## config.mk

```make
export PLATFORM = sky130hd
export DESIGN_NAME = volume_tile_halo_walker_flat
export DESIGN_NICKNAME = d
export VERILOG_FILES = /design/src/design/vthw_pkg.sv /design/src/design/vthw_chan_if.sv /design/src/design/vthw_axis.sv /design/src/design/volume_tile_halo_walker.sv /design/src/flat_wrapper.sv
export SDC_FILE = /design/constraint.sdc
export NUM_CORES = 2
export LEC_CHECK = 0
export BUFFER_PORTS_ARGS = -buffer_cell sky130_fd_sc_hd__buf_2
export CAP_MARGIN = 20
export CORE_MARGIN = 2
export CORE_UTILIZATION = 65
export CTS_CLUSTER_SIZE = 10
export DETAILED_ROUTE_END_ITERATION = 6
export PLACE_DENSITY = 0.85
export SYNTH_ARGS = -nofsm -noshare
export SYNTH_HDL_FRONTEND = slang
export SYNTH_SLANG_ARGS = --single-unit
export TNS_END_PERCENT = 5
```

## constraint.sdc

```tcl
create_clock -name i_clk -period 24.2 [get_ports i_clk]
set_input_delay 1.21 -clock i_clk [delete_from_list [all_inputs] [get_ports i_clk]]
set_output_delay 1.21 -clock i_clk [all_outputs]
set_load 0.1 [all_outputs]
```

## src/design/vthw_pkg.sv

```systemverilog
// shared types, constants and register codes for the volume tile halo walker
package vthw_pkg;

    // coordinate width of every axis field
    localparam int COORD_BITS    = 16;
    // packed halo register: three coordinate-wide fields
    localparam int HALO_BITS     = 3 * COORD_BITS;
    // configuration port widths (64-bit data, registers at 8-byte steps)
    localparam int CFG_DATA_BITS = 64;
    localparam int CFG_ADDR_BITS = 6;
    // results produced for each accepted item
    localparam int RES_PER_ITEM  = 3;
    localparam int RES_CNT_BITS  = $clog2(RES_PER_ITEM + 1);

    typedef logic [COORD_BITS-1:0] t_coord;

    // reset values of the size registers
    localparam t_coord VOLUME_RESET = t_coord'(1);
    localparam t_coord BLOCK_RESET  = t_coord'(32);

    // axis codes
    localparam logic [1:0] AXIS_X = 2'd0;
    localparam logic [1:0] AXIS_Y = 2'd1;
    localparam logic [1:0] AXIS_Z = 2'd2;

    // register indexes on the configuration port
    typedef enum logic [2:0] {
        REG_VOL_X   = 3'd0,
        REG_VOL_Y   = 3'd1,
        REG_VOL_Z   = 3'd2,
        REG_BLOCK_X = 3'd3,
        REG_BLOCK_Y = 3'd4,
        REG_BLOCK_Z = 3'd5,
        REG_HALO    = 3'd6
    } t_reg_idx;

    // core and read ranges of one axis
    typedef struct packed {
        t_coord core_first;
        t_coord core_last;
        t_coord read_first;
        t_coord read_last;
    } t_range;

    // one result item as held in the output buffer
    typedef struct packed {
        logic [1:0] axis;
        t_range     range;
        logic       tile_done;
        logic       volume_done;
    } t_result;

endpackage

```

## src/design/vthw_chan_if.sv

```systemverilog
// request and response channel interfaces for the volume tile halo walker
interface vthw_req_if;
    logic valid;
    logic ready;
    logic restart;

    modport source (output valid, output restart, input ready);
    modport sink (input valid, input restart, output ready);
endinterface

interface vthw_rsp_if;
    logic                valid;
    logic                ready;
    logic [1:0]          axis;
    vthw_pkg::t_coord    core_first;
    vthw_pkg::t_coord    core_last;
    vthw_pkg::t_coord    read_first;
    vthw_pkg::t_coord    read_last;
    logic                tile_done;
    logic                volume_done;

    modport source (output valid, output axis, output core_first, output core_last,
                    output read_first, output read_last, output tile_done,
                    output volume_done, input ready);
    modport sink (input valid, input axis, input core_first, input core_last,
                  input read_first, input read_last, input tile_done,
                  input volume_done, output ready);
endinterface

```

## src/design/vthw_axis.sv

```systemverilog
// per-axis range clamping and origin advance for one tile
module vthw_axis (
    input  vthw_pkg::t_coord i_origin,
    input  vthw_pkg::t_coord i_size,
    input  vthw_pkg::t_coord i_block,
    input  vthw_pkg::t_coord i_halo,
    output vthw_pkg::t_range o_range,
    output vthw_pkg::t_coord o_next,
    output logic             o_wrap
);
    localparam int W = vthw_pkg::COORD_BITS;

    vthw_pkg::t_coord s_size;
    vthw_pkg::t_coord s_block;
    vthw_pkg::t_coord s_end;
    vthw_pkg::t_coord s_cf;
    vthw_pkg::t_coord s_cl;
    logic [W:0]       s_core_sum;
    logic [W:0]       s_read_sum;
    logic [W:0]       s_next_sum;

    // zero size or block counts as one
    always_comb begin
        s_size  = (i_size == '0) ? vthw_pkg::t_coord'(1) : i_size;
        s_block = (i_block == '0) ? vthw_pkg::t_coord'(1) : i_block;
        s_end   = s_size - vthw_pkg::t_coord'(1);
    end

    // core range clamped to the volume end
    always_comb begin
        s_cf       = (i_origin < s_end) ? i_origin : s_end;
        s_core_sum = {1'b0, i_origin} + {1'b0, s_block} - (W+1)'(1);
        s_cl       = (s_core_sum > {1'b0, s_end}) ? s_end : s_core_sum[W-1:0];
    end

    // read range widened by the halo, clamped at zero and the volume end
    always_comb begin
        s_read_sum          = {1'b0, s_cl} + {1'b0, i_halo};
        o_range.core_first  = s_cf;
        o_range.core_last   = s_cl;
        o_range.read_first  = (s_cf >= i_halo) ? (s_cf - i_halo) : '0;
        o_range.read_last   = (s_read_sum > {1'b0, s_end}) ? s_end : s_read_sum[W-1:0];
    end

    // next origin, back to zero once past the volume
    always_comb begin
        s_next_sum = {1'b0, i_origin} + {1'b0, s_block};
        o_wrap     = (s_next_sum >= {1'b0, s_size});
        o_next     = o_wrap ? '0 : s_next_sum[W-1:0];
    end

endmodule

```

## src/design/volume_tile_halo_walker.sv

```systemverilog
// top level: tile walker with configuration registers and three-deep result buffer
// Latency: the first result of an item is valid in the cycle after the item is accepted.
// Throughput: the single result port gives one axis result per cycle while o_rsp.ready is
// high; the next item is taken while the last result of the previous one leaves.
// Reset (synchronous, active low): origins go to zero, the result buffer empties, sizes
// reset to one, block sizes to 32 and halos to zero. No clearing pass is needed.
module volume_tile_halo_walker (
    input  logic                                 i_clk,
    input  logic                                 i_rst_n,
    vthw_req_if.sink                             i_req,
    vthw_rsp_if.source                           o_rsp,
    input  logic                                 psel,
    input  logic                                 penable,
    input  logic                                 pwrite,
    input  logic [vthw_pkg::CFG_ADDR_BITS-1:0]   paddr,
    input  logic [vthw_pkg::CFG_DATA_BITS-1:0]   pwdata,
    output logic [vthw_pkg::CFG_DATA_BITS-1:0]   prdata,
    output logic                                 pready
);
    localparam int W = vthw_pkg::COORD_BITS;

    // configuration registers
    vthw_pkg::t_coord                   r_vol_x, r_vol_y, r_vol_z;
    vthw_pkg::t_coord                   r_blk_x, r_blk_y, r_blk_z;
    logic [vthw_pkg::HALO_BITS-1:0]     r_halo;

    // walk state and result buffer
    vthw_pkg::t_coord                   r_org_x, r_org_y, r_org_z;
    logic [vthw_pkg::RES_CNT_BITS-1:0]  r_cnt;
    vthw_pkg::t_result                  r_res [vthw_pkg::RES_PER_ITEM];

    vthw_pkg::t_reg_idx                 s_idx;
    logic                               s_wr;
    logic                               s_acc;
    logic                               s_pop;
    vthw_pkg::t_coord                   s_org_x, s_org_y, s_org_z;
    vthw_pkg::t_coord                   s_nxt_x, s_nxt_y, s_nxt_z;
    logic                               s_wrap_x, s_wrap_y, s_wrap_z;
    logic                               s_vdone;
    vthw_pkg::t_range                   s_rng_x, s_rng_y, s_rng_z;

    // configuration decode
    assign s_idx  = vthw_pkg::t_reg_idx'(paddr[vthw_pkg::CFG_ADDR_BITS-1:3]);
    assign s_wr   = psel && penable && pwrite;
    assign pready = 1'b1;

    // register write
    always_ff @(posedge i_clk) begin
        if (!i_rst_n) begin
            r_vol_x <= vthw_pkg::VOLUME_RESET;
            r_vol_y <= vthw_pkg::VOLUME_RESET;
            r_vol_z <= vthw_pkg::VOLUME_RESET;
            r_blk_x <= vthw_pkg::BLOCK_RESET;
            r_blk_y <= vthw_pkg::BLOCK_RESET;
            r_blk_z <= vthw_pkg::BLOCK_RESET;
            r_halo  <= '0;
        end else if (s_wr) begin
            unique case (s_idx)
                vthw_pkg::REG_VOL_X:   r_vol_x <= pwdata[W-1:0];
                vthw_pkg::REG_VOL_Y:   r_vol_y <= pwdata[W-1:0];
                vthw_pkg::REG_VOL_Z:   r_vol_z <= pwdata[W-1:0];
                vthw_pkg::REG_BLOCK_X: r_blk_x <= pwdata[W-1:0];
                vthw_pkg::REG_BLOCK_Y: r_blk_y <= pwdata[W-1:0];
                vthw_pkg::REG_BLOCK_Z: r_blk_z <= pwdata[W-1:0];
                vthw_pkg::REG_HALO:    r_halo  <= pwdata[vthw_pkg::HALO_BITS-1:0];
                default: begin
                end
            endcase
        end
    end

    // register read
    always_comb begin
        unique case (s_idx)
            vthw_pkg::REG_VOL_X:   prdata = vthw_pkg::CFG_DATA_BITS'(r_vol_x);
            vthw_pkg::REG_VOL_Y:   prdata = vthw_pkg::CFG_DATA_BITS'(r_vol_y);
            vthw_pkg::REG_VOL_Z:   prdata = vthw_pkg::CFG_DATA_BITS'(r_vol_z);
            vthw_pkg::REG_BLOCK_X: prdata = vthw_pkg::CFG_DATA_BITS'(r_blk_x);
            vthw_pkg::REG_BLOCK_Y: prdata = vthw_pkg::CFG_DATA_BITS'(r_blk_y);
            vthw_pkg::REG_BLOCK_Z: prdata = vthw_pkg::CFG_DATA_BITS'(r_blk_z);
            vthw_pkg::REG_HALO:    prdata = vthw_pkg::CFG_DATA_BITS'(r_halo);
            default:               prdata = '0;
        endcase
    end

    // handshakes: a new item enters once the buffer is empty or giving its last result
    assign s_pop       = o_rsp.valid && o_rsp.ready;
    assign i_req.ready = (r_cnt == '0) ||
                         ((r_cnt == vthw_pkg::RES_CNT_BITS'(1)) && o_rsp.ready);
    assign s_acc       = i_req.valid && i_req.ready;

    // restart forces the first tile
    assign s_org_x = i_req.restart ? '0 : r_org_x;
    assign s_org_y = i_req.restart ? '0 : r_org_y;
    assign s_org_z = i_req.restart ? '0 : r_org_z;

    vthw_axis u_axis_x (
        .i_origin (s_org_x),
        .i_size   (r_vol_x),
        .i_block  (r_blk_x),
        .i_halo   (r_halo[W-1:0]),
        .o_range  (s_rng_x),
        .o_next   (s_nxt_x),
        .o_wrap   (s_wrap_x)
    );

    vthw_axis u_axis_y (
        .i_origin (s_org_y),
        .i_size   (r_vol_y),
        .i_block  (r_blk_y),
        .i_halo   (r_halo[2*W-1:W]),
        .o_range  (s_rng_y),
        .o_next   (s_nxt_y),
        .o_wrap   (s_wrap_y)
    );

    vthw_axis u_axis_z (
        .i_origin (s_org_z),
        .i_size   (r_vol_z),
        .i_block  (r_blk_z),
        .i_halo   (r_halo[3*W-1:2*W]),
        .o_range  (s_rng_z),
        .o_next   (s_nxt_z),
        .o_wrap   (s_wrap_z)
    );

    // final tile once every axis wraps
    assign s_vdone = s_wrap_x && s_wrap_y && s_wrap_z;

    // origin advance, x fastest, carry into y then z
    always_ff @(posedge i_clk) begin
        if (!i_rst_n) begin
            r_org_x <= '0;
            r_org_y <= '0;
            r_org_z <= '0;
        end else if (s_acc) begin
            r_org_x <= s_nxt_x;
            r_org_y <= s_wrap_x ? s_nxt_y : s_org_y;
            r_org_z <= (s_wrap_x && s_wrap_y) ? s_nxt_z : s_org_z;
        end
    end

    // result count
    always_ff @(posedge i_clk) begin
        if (!i_rst_n) begin
            r_cnt <= '0;
        end else if (s_acc) begin
            r_cnt <= vthw_pkg::RES_CNT_BITS'(vthw_pkg::RES_PER_ITEM);
        end else if (s_pop) begin
            r_cnt <= r_cnt - vthw_pkg::RES_CNT_BITS'(1);
        end
    end

    // result buffer: load three axis results, shift one out per taken item
    always_ff @(posedge i_clk) begin
        if (s_acc) begin
            r_res[0] <= '{axis: vthw_pkg::AXIS_X, range: s_rng_x,
                          tile_done: 1'b0, volume_done: s_vdone};
            r_res[1] <= '{axis: vthw_pkg::AXIS_Y, range: s_rng_y,
                          tile_done: 1'b0, volume_done: s_vdone};
            r_res[2] <= '{axis: vthw_pkg::AXIS_Z, range: s_rng_z,
                          tile_done: 1'b1, volume_done: s_vdone};
        end else if (s_pop) begin
            r_res[0] <= r_res[1];
            r_res[1] <= r_res[2];
        end
    end

    // output drive
    assign o_rsp.valid       = (r_cnt != '0);
    assign o_rsp.axis        = r_res[0].axis;
    assign o_rsp.core_first  = r_res[0].range.core_first;
    assign o_rsp.core_last   = r_res[0].range.core_last;
    assign o_rsp.read_first  = r_res[0].range.read_first;
    assign o_rsp.read_last   = r_res[0].range.read_last;
    assign o_rsp.tile_done   = r_res[0].tile_done;
    assign o_rsp.volume_done = r_res[0].volume_done;

    // buffer never holds more than one item's results
    a_cnt_bound: assert property (@(posedge i_clk) disable iff (!i_rst_n)
        r_cnt <= vthw_pkg::RES_CNT_BITS'(vthw_pkg::RES_PER_ITEM))
        else $error("result count above three");

    // an accepted item fills the buffer with its three results
    a_acc_fill: assert property (@(posedge i_clk) disable iff (!i_rst_n)
        s_acc |=> (r_cnt == vthw_pkg::RES_CNT_BITS'(vthw_pkg::RES_PER_ITEM)))
        else $error("accepted item did not load three results");

    // tile end only on the z result
    a_tile_done_z: assert property (@(posedge i_clk) disable iff (!i_rst_n)
        (o_rsp.valid && o_rsp.tile_done) |-> (o_rsp.axis == vthw_pkg::AXIS_Z))
        else $error("tile end flagged on an axis other than z");

    // a taken x result is followed by the y result
    a_axis_order: assert property (@(posedge i_clk) disable iff (!i_rst_n)
        (s_pop && !s_acc && (o_rsp.axis == vthw_pkg::AXIS_X)) |=>
        (o_rsp.valid && (o_rsp.axis == vthw_pkg::AXIS_Y)))
        else $error("y result did not follow x result");

endmodule

```

## src/flat_wrapper.sv

```systemverilog
// flat-port wrapper written by rule: the top's interface ports become plain ports
module volume_tile_halo_walker_flat 
  (i_clk, i_rst_n, psel, penable, pwrite, paddr, pwdata, prdata, pready, i_req_valid, i_req_restart, i_req_ready, o_rsp_valid, o_rsp_axis, o_rsp_core_first, o_rsp_core_last, o_rsp_read_first, o_rsp_read_last, o_rsp_tile_done, o_rsp_volume_done, o_rsp_ready);
  vthw_req_if i_req_i ();
  vthw_rsp_if o_rsp_i ();
  input  logic i_clk;
  input  logic i_rst_n;
  input  logic psel;
  input  logic penable;
  input  logic pwrite;
  input  logic [vthw_pkg::CFG_ADDR_BITS-1:0] paddr;
  input  logic [vthw_pkg::CFG_DATA_BITS-1:0] pwdata;
  output logic [vthw_pkg::CFG_DATA_BITS-1:0] prdata;
  output logic pready;
  input wire logic [$bits(i_req_i.valid)-1:0] i_req_valid;
  input wire logic [$bits(i_req_i.restart)-1:0] i_req_restart;
  output wire logic [$bits(i_req_i.ready)-1:0] i_req_ready;
  output wire logic [$bits(o_rsp_i.valid)-1:0] o_rsp_valid;
  output wire logic [$bits(o_rsp_i.axis)-1:0] o_rsp_axis;
  output wire logic [$bits(o_rsp_i.core_first)-1:0] o_rsp_core_first;
  output wire logic [$bits(o_rsp_i.core_last)-1:0] o_rsp_core_last;
  output wire logic [$bits(o_rsp_i.read_first)-1:0] o_rsp_read_first;
  output wire logic [$bits(o_rsp_i.read_last)-1:0] o_rsp_read_last;
  output wire logic [$bits(o_rsp_i.tile_done)-1:0] o_rsp_tile_done;
  output wire logic [$bits(o_rsp_i.volume_done)-1:0] o_rsp_volume_done;
  input wire logic [$bits(o_rsp_i.ready)-1:0] o_rsp_ready;
  assign i_req_i.valid = i_req_valid;
  assign i_req_i.restart = i_req_restart;
  assign i_req_ready = i_req_i.ready;
  assign o_rsp_valid = o_rsp_i.valid;
  assign o_rsp_axis = o_rsp_i.axis;
  assign o_rsp_core_first = o_rsp_i.core_first;
  assign o_rsp_core_last = o_rsp_i.core_last;
  assign o_rsp_read_first = o_rsp_i.read_first;
  assign o_rsp_read_last = o_rsp_i.read_last;
  assign o_rsp_tile_done = o_rsp_i.tile_done;
  assign o_rsp_volume_done = o_rsp_i.volume_done;
  assign o_rsp_i.ready = o_rsp_ready;
  volume_tile_halo_walker u_core (.i_clk(i_clk), .i_rst_n(i_rst_n), .i_req(i_req_i), .o_rsp(o_rsp_i), .psel(psel), .penable(penable), .pwrite(pwrite), .paddr(paddr), .pwdata(pwdata), .prdata(prdata), .pready(pready));
endmodule
```

Word-level counts from Yosys, hierarchy flattened --
Memories as Yosys holds them, arrays and structs flattened. Index checks and enable logic that the tools add are counted.
Storage, ports and cells: memory bits (writable) 204, word-level logic and storage cells 113, bits of input ports 78, output and inout bits 135, register bits 194, memories kept 1
Memories:
- u_core.r_res | words 3, width 68, read ports 3, clocked after Yosys merged registers in 0, write ports 3, line volume_tile_halo_walker.sv:30 | vthw_pkg::t_result r_res [vthw_pkg::RES_PER_ITEM];
Cells by class: $add $sub $neg 16, bitwise operators 2, muxes and demuxes 36, reduce and logical (&&, ||, !) cells 25, equal/unequal tests 7, $lt $le $gt $ge 15
Operators with widths (count):
- $mux W16 | 26
- $pmux W48 S7 | 1
- $mux W68 | 2
- $add A16 B16 Y17 | 6
- $gt A17 B16 Y1 | 6
- $logic_not A16 Y1 | 6
- $ge A17 B16 Y1 | 3
- $sub A17 B1 Y17 const B | 3
- $ge A16 B16 Y1 | 3
- $lt A16 B16 Y1 | 3
- $sub A16 B1 Y16 const B | 3
- $sub A16 B16 Y16 | 3
- $reduce_and A2 Y1 | 7
- $eq A3 B3 Y1 const B | 3
- $logic_and A1 B1 Y1 | 7
- $eq A3 B2 Y1 const B | 2
- $mux W1 | 5
- $mux W2 | 2
- $reduce_bool A2 Y1 | 2
- $eq A3 B1 Y1 const B | 1
- $logic_not A3 Y1 | 1
- $eq A2 B1 Y1 const B | 1
- $logic_not A2 Y1 | 1
- $or A1 B1 Y1 | 2
- 2 further kinds | 2

Longest topological paths before layout --
word-level depth 10, gate-level depth with buffers 47, mapped depth without buffers 43

Cells and area by module --
A second synthesis with hierarchy kept.
Unflattened totals: cell total of the unflattened synthesis 3662, area total of the unflattened synthesis 33291.9 um2
By module, submodules not included:
- volume_tile_halo_walker | times used 1, cells an instance 1400, seq. area each 9859.5 um2, area each 17047.6 um2
- vthw_axis at u_core.u_axis_y | times used 1, cells an instance 789, seq. area each 0.0 um2, area each 5637.9 um2
- vthw_axis at u_core.u_axis_x | times used 1, cells an instance 740, seq. area each 0.0 um2, area each 5385.2 um2
- vthw_axis at u_core.u_axis_z | times used 1, cells an instance 733, seq. area each 0.0 um2, area each 5221.3 um2

Worst setup path before layout --
Ideal clock, no wire load.
path type input-to-reg, start input i_req_restart, end memory u_core.r_res[0][81] (netlist bit) (data pin), data required time 23939 ps, stages 44, setup time 261 ps, arrival 9717 ps, buffers on the path 5, setup slack 14223 ps, cell sequence clkbuf_1 clkbuf_1 clkbuf_1 nor2_1 ha_1 a211oi_1 o21bai_1 a21oi_1 xnor2_1 nor4_1 and3_1 clkbuf_1 and3_1 xnor2_1 inv_1 ha_1 o21a_1 o21ai_0 (+8 left out) nor2b_1 o21ai_0 a21boi_0 o21ai_0 a211oi_1 o21a_1 nor2_1 xnor2_1 ha_1 a21o_1 a21o_1 a21oi_1 or2_2 a41oi_1 a221oi_1 clkbuf_1 inv_1 o311a_1
RTL lines:
- start: declaration | line flat_wrapper.sv:16 | input wire logic [$bits(i_req_i.restart)-1:0] i_req_restart;
- end: declaration | line volume_tile_halo_walker.sv:30

==> impl_metrics.ini <==
[yosys]
synthCells = 3677
ys_seq_area_frac = 0.309
netlist_area_um2 = 31900
ys_ff_latch = 393
ys.flop_type = edfxtp_1
avgSynthCellArea_um2 = 8.66
synth_cell_type_count = 102
synth_edf_count = 199
synth_top_area_cell = edfxtp_1
yosysWarnings = 0
synthArstFlopShare = 0
synth_top_area_frac = 0.188
ys_top_cells_by_area = edfxtp_1 19%, ha_1 13%, dfxtp_1 12%

[place]
hpwl_um = 77700
io_buffers = 176
globalplace.congestion = 1.02

[clock_tree]
cts_tree = done
post_cts.repair.setup_buffers = 0
clk_pin_slew_worst_paths_ns = 0.06
root_buffer = clkbuf_16
post_cts_resized = 0
h-tree-depth = 2
clk_latency_ns = 0.61
clock_sinks = 393
numCtsBuffers = 48
clk_path_buf_depth = 3
hold_buffers = 0

[timing]
slew_headroom = 0.291
fin_hold_ws_ns = 0.444
rsz0062_at_grt = false
fin_skew_ns = 0.0326
fmax_mhz = 88.1
setup-tns-final_ns = 0
finalCritPeriodShare = 0.469
hold_viol_final = 0
fin_crit_ns = 11.35
tightest_slew_ns = 1.06
slew_viol_final = 0
setup_viol = 0

[route]
ant_nets = 0
routed_via_density = 6.42
dr.pass1.iters = 6
drt-met1-wl_um = 39300
route.met2.wl_um = 45300
drc = 0
dr_total_vias = 27800
top_layer = met5
post_drt_wl_per_cell_um = 23.1
dr_wl_met3_um = 9540
wirelength_um = 100000
drt_iter0_drc = 3539

[global_route]
grt_max_degree = 102
grt_use_total = 0.386
grt_pass1_wl_um = 149000
antenna_found_initial = 4
grt_pass1_vias = 25400
overflow = 0

[floorplanning]
core_um2 = 48600
die_area_um2 = 50800
start_util = 0.655
die-width_um = 225
die_h_um = 225
pin_count = 213
rows = 81

[setup_path]
rr_worst_depth = 40
crit_fanout = 56
timing.rr.end = u_core.r_res[0][16]
critical_path.slowest_cell = o22ai_2
r2r_slack_ns = 13.35
cp_data_arrival_time_ns = 11.64
startpoint_type = input pin
slowest_delay_ns = 0.77
r2r-start = u_core.r_blk_x[7]
end_kind = flop
path_class = in -> reg
cp.required_ns = 24.48

[hold_path]
min_path_cells = 2
hold_end = u_core.r_org_x[8]
hold_class = reg -> reg
hp-start = u_core.r_org_x[8]

[run]
cap_viol_max_count = 0

[power]
p_comb_frac = 0.358
switching_share = 0.391
ir_drop_uv = 70.9
cellLeakagePower_uw = 0.0149
internal_power_uw = 1450
seqPwrFrac = 0.357
powerDensity_nw_per_um2 = 70.2
clockPowerShare = 0.285
switchingPower_uw = 932

[cells_and_area]
layout.nets = 4099
n_fill_cell = 3808
area_growth_pct = 6.48
layout-drive-gt1-share = 0.112

[status]
status = finished, final reports clean
==> worst max path at each step <==
| stage | start | to | slack, ns | cells past startpoint |
|---|---|---|---|---|
| 2_1_floorplan | i_req_restart | u_core.r_res[0][81] | 14.22 | 44 |
| 3_3_place_gp | i_req_restart | u_core.r_res[0][16] | 12.55 | 41 |
| 3_5_place_dp | i_req_restart | u_core.r_res[0][16] | 12.51 | 41 |
| 4_1_cts | i_req_restart | u_core.r_res[0][16] | 13.08 | 41 |
| 5_1_grt | i_req_restart | u_core.r_res[0][16] | 12.31 | 41 |
| 6_report | i_req_restart | u_core.r_res[0][16] | 12.85 | 41 |
==> area by class of cell <==
type                    instances  area, um^2  share of cell area
well taps                     622         778              0.0229
flip-flops and latches        393        9860               0.291
inverters                     289        1080              0.0320
clock inverters                12         139             0.00409
multi-input cells            2741       19700               0.580
diodes                          3        7.51            0.000221
clock buffers                  71        1310              0.0385
repair buffers                201        1080              0.0318
==> kinds of logic after synthesis <==
family                   count (synthesis)  synth area share
XOR/XNOR                               186            0.0518
AO/OA/AOI/OAI                          818             0.176
other                                    2          0.000236
flip-flops                             393             0.309
buffers and inverters                  558            0.0766
AND/OR/NAND/NOR                       1167             0.176
multiplexers                           205            0.0709
adder cells (fa/ha/maj)                348             0.139
==> layer usage <==
layer / track usage / vias to the layer above
met4: 0.201 / 4
met1: 0.503 / 13000
met2: 0.622 / 1448
met5: 0 / -
met3: 0.0592 / 286
li1: - / 13000
==> per-stage QoR <==
stage	instance area, um^2	setup WS [ns]	power [uW]	cells	utilization
after detailed placement	32400	12.51	1690	4244	0.667
after global routing	33900	12.31	2460	4329	0.697
after global placement	32400	12.55	1680	4244	0.667
final	33900	12.85	2380	4332	0.697
after floorplan	31900	14.22	1530	3692	-
after CTS	33900	13.08	2360	4327	0.697
==> worst max-delay path: cells and delay by family <==
family | cells | cell delay, ns
adders and majority gates | 6 | 2.02
muxes | 2 | 0.82
and+or+nand+nor | 11 | 2.66
buffers and inverters | 7 | 1.02
xor gates and xnor gates | 2 | 0.40
AOI/OAI and AO/OA | 13 | 3.50
==> sequential cells by signal, indices dropped and copies added, names as in the netlist <==
signal / cells
u_core.r_res: 199
u_core.r_cnt: 2
u_core.r_blk_y: 16
u_core.r_blk_z: 16
u_core.r_vol_y: 16
u_core.r_vol_z: 16
u_core.r_vol_x: 16
u_core.r_blk_x: 16
u_core.r_halo: 48
u_core.r_org_x: 16
u_core.r_org_z: 16
u_core.r_org_y: 16
==> power by group through the flow <==
stage / clock network [uW] / registers [uW] / logic, uW
global route: 706 / 854 / 896
CTS: 680 / 847 / 833
global placement: 0 / 857 / 820
floorplan: 0 / 848 / 680
finish: 680 / 849 / 853
detailed placement: 0 / 860 / 828
==> cell usage after synthesis (85+ instances only) <==
cell type	count
nand2_1	449
ha_1	338
inv_1	286
edfxtp_1	199
dfxtp_1	194
nor2_1	192
clkbuf_1	169
a21oi_1	166
a21boi_0	146
xnor2_1	140
o21ai_0	110
mux2i_1	96
mux2_2	87
nand3_1	87
nor3_1	85
==> placed cells by master (no fill, tap or decap), types with 16 or more instances in the layout <==
| cell type | instances |
|---|---|
| o22ai_1 | 23 |
| o21a_1 | 30 |
| nand2_1 | 448 |
| a21boi_0 | 146 |
| o31ai_1 | 27 |
| or2_2 | 20 |
| buf_2 | 175 |
| nor2b_1 | 62 |
| inv_1 | 286 |
| nand3_1 | 86 |
| and2_1 | 16 |
| mux2_2 | 86 |
| buf_4 | 25 |
| a21oi_1 | 166 |
| dfxtp_1 | 194 |
| nor2_1 | 192 |
| o21ai_0 | 110 |
| a211oi_1 | 19 |
| mux2i_1 | 96 |
| and3_1 | 61 |
| edfxtp_1 | 199 |
| o211ai_1 | 17 |
| clkbuf_16 | 48 |
| a21o_1 | 67 |
| nor4_1 | 33 |
| nand4_1 | 43 |
| a31oi_1 | 32 |
| clkbuf_1 | 21 |
| nor3_1 | 85 |
| xnor2_1 | 140 |
| a22o_1 | 17 |
| ha_1 | 338 |
| conb_1 | 17 |
| nand2b_1 | 54 |
| xor2_1 | 44 |
| o21ai_1 | 16 |
(Power assumes the default switching activity.)
